## src/rtl/core/swm_pkg.sv

```systemverilog
`timescale 1ns / 1ps
// ----------------------------------------------------------------------------
// swm_pkg
// Shared types and constants for the sliding-window median checker.
// ----------------------------------------------------------------------------
package swm_pkg;

  localparam int SAMPLE_W = 20;  // signed sample width
  localparam int HW_W     = 7;   // half_window register width
  localparam int COUNT_W  = 8;   // at_or_above_count field width
  localparam int TALLY_W  = 32;  // median_tally field width
  localparam int IN_W     = 24;  // s_tdata width (sample padded to bytes)
  localparam int OUT_W    = 48;  // m_tdata width (41 bits padded to bytes)

  localparam logic [HW_W-1:0] HW_RESET = HW_W'(1);

  // Sequencer states
  typedef enum logic [2:0] {
    ST_IDLE,
    ST_LOAD,
    ST_CENTRE,
    ST_COUNT,
    ST_DONE
  } seq_state_t;

  // Controls broadcast to every cell of the window chain
  typedef struct packed {
    logic shift_win;   // take a new sample into the window chain
    logic load_scan;   // copy window into the scan chain
    logic shift_scan;  // move scan chain one cell toward the head
  } cell_ctrl_t;

endpackage

```

## src/rtl/core/sliding_window_median_test_unit.sv

```systemverilog
`timescale 1ns / 1ps
// Flow: a sample that completes no window is only shifted into the window chain; one
//   that completes a window passes ST_LOAD, ST_CENTRE, ST_COUNT, ST_DONE to its result register.
// Occupancy: one item at a time; new samples are taken only in ST_IDLE, and ST_DONE
//   holds while the last result is not yet taken. The single head comparator walks the
//   scan chain, first to reach the centre and then to count the neighbors.
// Reset: synchronous, active high; clears fill level, tally, state and output
//   valid, and sets half_window to 1. Window cells are read only once written.
// ----------------------------------------------------------------------------
// sliding_window_median_test_unit
// Sliding-window median check over a chain of sample cells.
// ----------------------------------------------------------------------------
module sliding_window_median_test_unit #(
  parameter int MAX_HALF = 64
) (
  input  logic                             clk,
  input  logic                             rst,
  // input requests
  input  logic                             s_tvalid,
  output logic                             s_tready,
  input  logic [swm_pkg::IN_W-1:0]         s_tdata,   // [19:0] sample, [23:20] zero
  input  logic                             s_tlast,   // last_sample
  // configuration (half_window)
  input  logic                             cfg_valid,
  output logic                             cfg_ready,
  input  logic [swm_pkg::HW_W-1:0]         cfg_data,
  // results
  output logic                             m_tvalid,
  input  logic                             m_tready,
  output logic [swm_pkg::OUT_W-1:0]        m_tdata    // [0] is_median,
                                                      // [8:1] at_or_above_count,
                                                      // [40:9] median_tally, rest 0
);

  localparam int DEPTH = 2 * MAX_HALF + 1;

  swm_pkg::cell_ctrl_t                  ctrl;
  logic signed [swm_pkg::SAMPLE_W-1:0]  sample;
  logic signed [swm_pkg::SAMPLE_W-1:0]  win_chain  [DEPTH];
  logic signed [swm_pkg::SAMPLE_W-1:0]  scan_chain [DEPTH];

  assign sample = $signed(s_tdata[swm_pkg::SAMPLE_W-1:0]);

  // window chain, newest sample at cell 0
  for (genvar i = 0; i < DEPTH; i++) begin : g_cell
    logic signed [swm_pkg::SAMPLE_W-1:0] win_in;
    logic signed [swm_pkg::SAMPLE_W-1:0] scan_in;

    if (i == 0) begin : g_head
      assign win_in = sample;
    end else begin : g_body
      assign win_in = win_chain[i-1];
    end

    if (i == DEPTH - 1) begin : g_tail
      assign scan_in = '0;
    end else begin : g_inner
      assign scan_in = scan_chain[i+1];
    end

    swm_cell u_cell (
      .clk     (clk),
      .ctrl    (ctrl),
      .win_in  (win_in),
      .scan_in (scan_in),
      .win     (win_chain[i]),
      .scan    (scan_chain[i])
    );
  end

  // sequencer
  swm_seq #(
    .MAX_HALF (MAX_HALF)
  ) u_seq (
    .clk       (clk),
    .rst       (rst),
    .s_tvalid  (s_tvalid),
    .s_tready  (s_tready),
    .s_tlast   (s_tlast),
    .cfg_valid (cfg_valid),
    .cfg_ready (cfg_ready),
    .cfg_data  (cfg_data),
    .scan_head (scan_chain[0]),
    .ctrl      (ctrl),
    .m_tvalid  (m_tvalid),
    .m_tready  (m_tready),
    .m_tdata   (m_tdata)
  );

endmodule

```

## src/rtl/core/swm_cell.sv

```systemverilog
`timescale 1ns / 1ps
// ----------------------------------------------------------------------------
// swm_cell
// One window position: a stored sample and a scan copy that walks to the head.
// ----------------------------------------------------------------------------
module swm_cell (
  input  logic                                  clk,
  input  swm_pkg::cell_ctrl_t                   ctrl,
  input  logic signed [swm_pkg::SAMPLE_W-1:0]   win_in,   // from younger neighbor
  input  logic signed [swm_pkg::SAMPLE_W-1:0]   scan_in,  // from older neighbor
  output logic signed [swm_pkg::SAMPLE_W-1:0]   win,
  output logic signed [swm_pkg::SAMPLE_W-1:0]   scan
);

  // window shift line
  always_ff @(posedge clk) begin
    if (ctrl.shift_win) begin
      win <= win_in;
    end
  end

  // scan copy: reload from window or step toward the head
  always_ff @(posedge clk) begin
    if (ctrl.load_scan) begin
      scan <= win;
    end else if (ctrl.shift_scan) begin
      scan <= scan_in;
    end
  end

endmodule

```

## src/rtl/core/swm_seq.sv

```systemverilog
`timescale 1ns / 1ps
// ----------------------------------------------------------------------------
// swm_seq
// Sequencer: fill tracking, centre pick-up, neighbor count, tally, output reg.
// ----------------------------------------------------------------------------
module swm_seq #(
  parameter int MAX_HALF = 64
) (
  input  logic                                 clk,
  input  logic                                 rst,
  // input request side
  input  logic                                 s_tvalid,
  output logic                                 s_tready,
  input  logic                                 s_tlast,
  // configuration
  input  logic                                 cfg_valid,
  output logic                                 cfg_ready,
  input  logic [swm_pkg::HW_W-1:0]             cfg_data,
  // head of the scan chain
  input  logic signed [swm_pkg::SAMPLE_W-1:0]  scan_head,
  output swm_pkg::cell_ctrl_t                  ctrl,
  // result side
  output logic                                 m_tvalid,
  input  logic                                 m_tready,
  output logic [swm_pkg::OUT_W-1:0]            m_tdata
);

  localparam int DEPTH  = 2 * MAX_HALF + 1;
  localparam int LH_W   = $clog2(MAX_HALF + 1);
  localparam int SPAN_W = $clog2(2 * MAX_HALF + 2);
  localparam int PAD_W  = swm_pkg::OUT_W - 1 - swm_pkg::COUNT_W - swm_pkg::TALLY_W;

  swm_pkg::seq_state_t state, state_next;

  logic [swm_pkg::HW_W-1:0]           half_window;
  logic [LH_W-1:0]                    lh, lh_next;
  logic [SPAN_W-1:0]                  span, span_next;
  logic [SPAN_W-1:0]                  fill, fill_next;
  logic [SPAN_W-1:0]                  fill_inc;
  logic [SPAN_W-1:0]                  cnt, cnt_next;
  logic [SPAN_W-1:0]                  count, count_next;
  logic                               last_q, last_q_next;
  logic signed [swm_pkg::SAMPLE_W-1:0] centre, centre_next;
  logic [swm_pkg::TALLY_W-1:0]        tally, tally_next;
  logic [swm_pkg::TALLY_W-1:0]        tally_upd;
  logic                               median;
  logic                               out_valid_next;
  logic [swm_pkg::OUT_W-1:0]          out_data_next;
  logic                               accept;

  assign cfg_ready = 1'b1;
  assign s_tready  = (state == swm_pkg::ST_IDLE);
  assign accept    = s_tvalid && s_tready;

  // configuration register
  always_ff @(posedge clk) begin
    if (rst) begin
      half_window <= swm_pkg::HW_RESET;
    end else if (cfg_valid && cfg_ready) begin
      half_window <= cfg_data;
    end
  end

  // effective half window, saturated to MAX_HALF
  always_comb begin
    if (32'(half_window) > MAX_HALF) begin
      lh_next = LH_W'(MAX_HALF);
    end else begin
      lh_next = LH_W'(half_window);
    end
    span_next = (SPAN_W'(lh_next) << 1) | SPAN_W'(1);
    fill_inc  = (fill == SPAN_W'(DEPTH)) ? fill : fill + SPAN_W'(1);
  end

  // result of the finished count
  always_comb begin
    median    = (count == SPAN_W'(lh));
    tally_upd = (median && (tally != '1)) ? tally + swm_pkg::TALLY_W'(1) : tally;
  end

  // next state and datapath control
  always_comb begin
    state_next     = state;
    fill_next      = fill;
    cnt_next       = cnt;
    count_next     = count;
    last_q_next    = last_q;
    centre_next    = centre;
    tally_next     = tally;
    out_valid_next = m_tvalid && !m_tready;
    out_data_next  = m_tdata;
    ctrl           = '0;

    unique case (state)
      swm_pkg::ST_IDLE: begin
        if (accept) begin
          ctrl.shift_win = 1'b1;
          last_q_next    = s_tlast;
          fill_next      = s_tlast ? '0 : fill_inc;
          if (fill_inc >= span_next) begin
            state_next = swm_pkg::ST_LOAD;
          end else if (s_tlast) begin
            tally_next = '0;
          end
        end
      end
      swm_pkg::ST_LOAD: begin
        ctrl.load_scan = 1'b1;
        cnt_next       = '0;
        count_next     = '0;
        state_next     = swm_pkg::ST_CENTRE;
      end
      // walk the scan chain until the centre reaches the head
      swm_pkg::ST_CENTRE: begin
        if (cnt == SPAN_W'(lh)) begin
          centre_next    = scan_head;
          ctrl.load_scan = 1'b1;
          cnt_next       = '0;
          state_next     = swm_pkg::ST_COUNT;
        end else begin
          ctrl.shift_scan = 1'b1;
          cnt_next        = cnt + SPAN_W'(1);
        end
      end
      // one window cell per cycle at the head; each neighbor (not the centre) is compared
      swm_pkg::ST_COUNT: begin
        ctrl.shift_scan = 1'b1;
        if ((cnt != SPAN_W'(lh)) && (scan_head >= centre)) begin
          count_next = count + SPAN_W'(1);
        end
        cnt_next = cnt + SPAN_W'(1);
        if (cnt == span - SPAN_W'(1)) begin
          state_next = swm_pkg::ST_DONE;
        end
      end
      swm_pkg::ST_DONE: begin
        if (!m_tvalid || m_tready) begin
          out_valid_next = 1'b1;
          out_data_next  = {{PAD_W{1'b0}}, tally_upd,
                            swm_pkg::COUNT_W'(count), median};
          tally_next     = last_q ? '0 : tally_upd;
          state_next     = swm_pkg::ST_IDLE;
        end
      end
      default: begin
        state_next = swm_pkg::ST_IDLE;
      end
    endcase
  end

  // control registers
  always_ff @(posedge clk) begin
    if (rst) begin
      state    <= swm_pkg::ST_IDLE;
      fill     <= '0;
      tally    <= '0;
      m_tvalid <= 1'b0;
    end else begin
      state    <= state_next;
      fill     <= fill_next;
      tally    <= tally_next;
      m_tvalid <= out_valid_next;
    end
  end

  // payload registers
  always_ff @(posedge clk) begin
    if (accept) begin
      lh   <= lh_next;
      span <= span_next;
    end
    cnt     <= cnt_next;
    count   <= count_next;
    last_q  <= last_q_next;
    centre  <= centre_next;
    m_tdata <= out_data_next;
  end

endmodule
```

## config.mk

```make
export PLATFORM = sky130hd
export DESIGN_NAME = sliding_window_median_test_unit
export DESIGN_NICKNAME = d
export VERILOG_FILES = /design/src/rtl/core/swm_pkg.sv /design/src/rtl/core/sliding_window_median_test_unit.sv /design/src/rtl/core/swm_cell.sv /design/src/rtl/core/swm_seq.sv
export SDC_FILE = /design/constraint.sdc
export NUM_CORES = 2
export LEC_CHECK = 0
export BUFFER_PORTS_ARGS = -buffer_cell sky130_fd_sc_hd__buf_2
export CORE_MARGIN = 1.5
export CORE_UTILIZATION = 35
export CTS_CLUSTER_DIAMETER = 150
export DETAILED_ROUTE_END_ITERATION = 6
export PLACE_DENSITY_LB_ADDON = 0.15
export SYNTH_ARGS = -nofsm -noshare
export SYNTH_HDL_FRONTEND = slang
export SYNTH_SLANG_ARGS = --single-unit
```

## constraint.sdc

```tcl
create_clock -name clk -period 209 [get_ports clk]
set_input_delay 10.45 -clock clk [delete_from_list [all_inputs] [get_ports clk]]
set_output_delay 10.45 -clock clk [all_outputs]
set_load 0.03 [all_outputs]
```

Yosys cells after proc, flatten, opt, wreduce, memory -nomap -nowiden
Cells that the tools add are included.
{"block": "op_classes", "add_sub_neg": 5, "n_lt_le_gt_ge": 3, "n_eq_ne": 18, "n_mux": 286, "reduce_logical": 18}
{"operator": "2-to-1 mux 20 bit", "n": 258}
{"operator": "2-to-1 mux 32 bit", "n": 6}
{"operator": "one-hot mux 32 bit (2 select lines)", "n": 1}
{"operator": "adder 32 x 1 -> 32 bit, second input constant", "n": 1}
{"operator": "2-to-1 mux 8 bit", "n": 4}
{"operator": "inequality test 32 bit, second input constant", "n": 1}
{"operator": "adder 8 x 1 -> 8 bit, second input constant", "n": 3}
{"operator": "one-hot mux 8 bit (3 select lines)", "n": 1}
{"operator": "greater-or-equal comparator 20 bit", "n": 1}
{"operator": "== test 8 x 7 -> 1 bit", "n": 2}
{"operator": "one-hot mux 8 bit (2 select lines)", "n": 1}
{"operator": "2-to-1 mux 3 bit", "n": 5}
{"operator": "one-hot mux 3 bit (5 select lines)", "n": 1}
{"operator": "AND reduction 5 bit", "n": 2}
{"operator": "== test 8 bit", "n": 1}
{"operator": "== test 8 bit, second input constant", "n": 1}
{"operator": "greater-or-equal comparator 8 bit", "n": 1}
{"operator": "inequality test 2 x 1 -> 1 bit, second input constant", "n": 4}
{"operator": "inequality test 2 bit, second input constant", "n": 4}
{"operator": "inequality test 8 x 7 -> 1 bit", "n": 1}
{"operator": "AND reduction 2 bit", "n": 4}
{"operator": "subtractor 8 x 1 -> 8 bit, second input constant", "n": 1}
{"operator": "greater-than comparator 7 bit, second input constant", "n": 1}
{"operator": "2-to-1 mux 7 bit", "n": 1}
{"operator": "other kinds (11)", "n": 24}
{"block": "word_totals", "register_bits": 5296, "input_bits": 37, "wordCells": 599}

Longest topological paths before layout
{"block": "depth", "depth_word": 6, "mapped_depth": 13}

Hierarchy
A second synthesis with hierarchy kept.
{"block": "hier_totals", "cells_unflattened": 8817, "area_unflattened_um2": 204139.5}
{"module": "swm_cell", "n_inst": 129, "cells_per_inst": 63, "area_per_inst_um2": 1526.5, "seq_area_each_um2": 1201.2}
{"module": "swm_seq", "n_inst": 1, "cells_per_inst": 689, "area_per_inst_um2": 7221.9, "seq_area_each_um2": 3573.4}
{"module": "sliding_window_median_test_unit", "n_inst": 1, "cells_per_inst": 1, "area_per_inst_um2": 3.8, "seq_area_each_um2": 0.0}

Worst setup path before layout
No wires, ideal clock.
{"block": "synth_timing", "path_type": "flip-flop to flip-flop", "startpoint": "register u_seq.state[0]", "endpoint": "register g_cell[0].u_cell.scan[0] (netlist name) (enable)", "setup_ns": 5.611, "t_arrival_ns": 107.257, "required_ns": 203.389, "slack_ns": 96.132, "path_stages_with_launch": 4, "n_path_buf": 1, "period_less_slack_ns": 112.868, "path_cell_list": "dfxtp_1 -> clkbuf_1 -> nor2_1 -> nor2_1"}
{"block": "synth_via", "elab_chain_cells": 3, "elab_cells_between_ends": 6, "classes_between": "eq/ne (3); mux (2); reduce/logical (1)"}
{"item": "start: declaration", "line": "swm_seq.sv:33", "rtl": "swm_pkg::seq_state_t state, state_next;"}
{"item": "start signal: assignment", "line": "swm_seq.sv:154", "rtl": "state <= swm_pkg::ST_IDLE;"}
{"item": "start signal: assignment", "line": "swm_seq.sv:159", "rtl": "state <= state_next;"}
{"item": "== test 3 x 2 -> 1 bit / == test 3 x 1 -> 1 bit (equally long branches)", "line": "swm_seq.sv:94", "rtl": "unique case (state)"}
{"item": "one-hot mux 1 bit (2 select lines)", "line": "swm_seq.sv:94"}
{"item": "nonzero test 2 bit (no line) (*)"}
{"item": "end signal: assignment", "line": "swm_cell.sv:25", "rtl": "scan <= win;"}
{"item": "end signal: assignment", "line": "swm_cell.sv:27", "rtl": "scan <= scan_in;"}
{"item": "end: declaration", "line": "swm_cell.sv:12", "rtl": "output logic signed [swm_pkg::SAMPLE_W-1:0] scan"}
Mark *: on every way between the ends. The rest lies on a longest branch, timed or not.
A chain may end at the register's enable or synchronous reset.

==> summary.md <==
| Metric | Value |
|---|---|
| Run status | `completed` |
| Area of the die | `559000 sq um` |
| CTS Hold Bufs | `0` |
| Avg Synthesized Cell Area | `22.2 sq um` |
| Top post-synthesis cells by area | `edfxtp_1 (81%), mux2_1 (12%), mux2_2 (3.3%)` |
| Vias | `78133` |
| # Post-CTS Setup Buffers | `0` |
| Power share of the combinational group | `6.7%` |
| Flop pwr share | `53.8%` |
| CTS tree | `built` |
| Number of flops mapped to enable cells by yosys | `5245` |
| Crit path DAT | `17.98 ns` |
| Port buffer count | `75` |
| Routed Antenna Nets | `0` |
| Vias in the first global route | `86109` |
| CTS resizes | `0` |
| GRT Resource Usage Total | `10.3%` |
| Routed vias/inst | `4.62` |
| Worst skew pair latency | `1.05 ns` |
| Drt total wl | `288000 microns` |
| Slew @ Worst Pin | `1.34 ns` |
| Asr flop ratio synth | `0%` |
| Final Critical Period | `17.35 ns` |
| CP max FO | `121` |
| Switch share | `22.3%` |
| Seq/Total Area, Yosys | `81.7%` |
| Net load switching power | `0.552 mW` |
| CP Class | `in -> reg` |
| Final Instance Area | `220000 sq um` |
| RD Place Congestion | `0.714` |
| Core Area | `552000 sq um` |
| Max transition margin | `10.8%` |
| Hold Path Class | `reg -> reg` |
| Worst setup SP type | `primary input` |
| Placed insts | `15886` |
| Clock Tree Root | `clkbuf_16` |
| Count of final setup violators | `0` |
| Clk buf depth | `4` |
| Htree depth | `6` |
| 1st-pass router iterations | `5` |
| Synth Flop Type | `edfxtp_1` |
| WP data required | `209.62 ns` |
| Pwr/cell area | `11.3 nW/um^2` |
| Unique masters post-synth | `61` |
| HPWL Detailed | `131000 microns` |
| Post-Synthesis Cell Area | `194000 sq um` |
| Initial antenna violation count | `11` |
| Starting Density | `35.1%` |
| VDD IR-drop max | `7.76 uV` |
| Largest net degree at the start of global routing | `165` |
| Boundary Pins | `88` |
| Leak | `65.7 nW` |
| Standard-cell rows | `273` |
| Non-Filler Instances | `16928` |
| Layout cells sized above 1 | `15.8%` |
| Area of the multi-input gates | `32300 sq um` |
| Yosys reg bits | `5296` |
| RSZ-0062 raised after global routing | `false` |
| Clock-pin slew on the worst setup and hold paths | `0.06 ns` |
| Final Skew | `0.0427 ns` |
| Chip height | `748 microns` |
| TritonCTS sink count | `5296` |
| Placed instance area | `201000 sq um` |
| Register area | `159000 sq um` |
| Synth warn | `0` |
| Crit-path max cell delay | `0.94 ns` |
| Maxcap violations | `0` |
| Most Frequent Cell on Critical Path | `buf_4` |
| Die W | `748 microns` |
| CTS Buf Count | `578` |
| Part of the cycle the worst path needs | `8.30%` |
| Area Overhead vs Synth | `13.1%` |
| Crit. End Element | `flop` |
| Wire per inst | `17.0 microns` |
| P_int | `1.93 mW` |
| GR Overflow Total | `0` |
| Worst path slowest cell | `buf_4` |
| Synth area leader | `edfxtp_1` |
| Top-count cell post-synth | `edfxtp_1` |
| Post-Synthesis Cells | `8741` |
| Final Max Tran Viols | `0` |
| Fin. Hold Viols | `0` |
| Crit-path cells | `buf_2, nand2_1, inv_8, buf_4, buf_4, buf_4, buf_4, buf_4, buf_4, buf_4` |
| CP top delay family | `buffers and inverters` |
| Nets | `9247` |
| F_max | `57.6 MHz` |
| Fin Setup TNS | `0 ns` |
| DRT iter0 DRCs | `4954` |
| Top cells by count, synth | `edfxtp_1 (5245), mux2_1 (2001), mux2_2 (560), buf_6 (224), nor2_1 (73)` |
| Fill count | `48490` |
| Synth top area share | `81.2%` |
| First-pass GRT wire length | `488000 microns` |
| WP buf/inv | `9` |
| Residual DRC | `0` |
| Clock share of power | `39.5%` |
-- cell families after synthesis --
logic type,count (synthesis),synth area share (%)
DFF,5296,81.7
muxes,2575,14.9
xor gates and xnor gates,71,0.321
buffers and inverters,364,1.69
AOI/OAI and AO/OA,94,0.326
other,2,0.00387
and+or+nand+nor,308,0.809
adders and majority gates,31,0.200
-- path summary, 6_finish.rpt --
check / to / slack [ns] / startpoint / cells after the start
worst max-delay path: g_cell[72].u_cell.win[13] / 191.65 / s_tvalid / 10
worst max register to register: g_cell[72].u_cell.win[13] / 200.06 / u_seq.state[2] / 10
worst min-delay path: g_cell[23].u_cell.win[4] / 0.41 / g_cell[22].u_cell.win[4] / 0
worst min register to register: g_cell[23].u_cell.win[4] / 0.41 / g_cell[22].u_cell.win[4] / 0
-- worst register-to-register path: cells and delay by family (launching register included) --
| kind | cells | cell delay, ns |
|---|---|---|
| buffers and inverters | 8 | 7.07 |
| DFF | 1 | 0.49 |
| and+or+nand+nor | 2 | 0.92 |
-- flip-flops by register name, summed over array words and instances, names as in the netlist --
register            count
g_cell.u_cell.win    2580
u_seq.m_tvalid          1
g_cell.u_cell.scan   2580
u_seq.half_window       7
u_seq.centre           20
u_seq.m_tdata          41
u_seq.cnt               8
u_seq.state             3
u_seq.lh                7
u_seq.tally            32
u_seq.count             8
u_seq.fill              8
u_seq.last_q            1
-- final cells by class --
cell class / instances / area share, %
sequential: 5296 / 72.2
multi-input combinational: 3087 / 14.7
clock buffer: 722 / 6.92
tap: 7287 / 4.15
clock inverter: 315 / 1.34
timing repair buffer: 180 / 0.599
inverter: 36 / 0.0650
antenna: 5 / 0.00570
-- cells in the final DEF, fill, tap and decap left out, types with 21 or more instances in the layout --
master,instances
edfxtp_1,5245
mux2_1,2001
clkbuf_16,586
mux2_2,560
clkbuf_1,134
clkinv_1,132
buf_4,93
clkinv_2,88
buf_2,75
nor2_1,71
nand2_1,57
nand3_1,52
dfxtp_1,51
xor2_1,43
bufinv_16,35
inv_1,34
ha_1,31
a21oi_1,30
xnor2_1,28
and2_1,22
and3_1,21
-- through the flow --
step	power [mW]	hold slack [ns]	setup slack (ns)	utilization, %
6_report	2.48	0.407	191.65	39.7
5_1_grt	2.59	0.405	191.01	39.7
4_1_cts	2.53	0.395	191.46	39.7
3_5_place_dp	1.53	0.427	190.28	36.5
3_3_place_gp	1.52	0.421	190.60	36.5
2_1_floorplan	1.95	0.420	96.13	-
-- routing by layer --
metal / up-vias / wire (microns) / track usage, %
met1: 40849 / 140000 / 14.9
li1: 35749 / - / -
met2: 911 / 129000 / 15.7
met4: 0 / 8360 / 3.19
met3: 624 / 10600 / 1.92
met5: - / 0 / 0
-- power groups by stage --
stage                     Sequential (mW)  Clock, mW  Combinational [mW]
final                                1.33      0.980               0.167
after floorplan                      1.82          0               0.133
after global routing                 1.35       1.06               0.189
after global placement               1.35          0               0.167
after detailed placement             1.36          0               0.172
after CTS                            1.34       1.02               0.175
No activity file was read; power rests on OpenSTA's default activity.
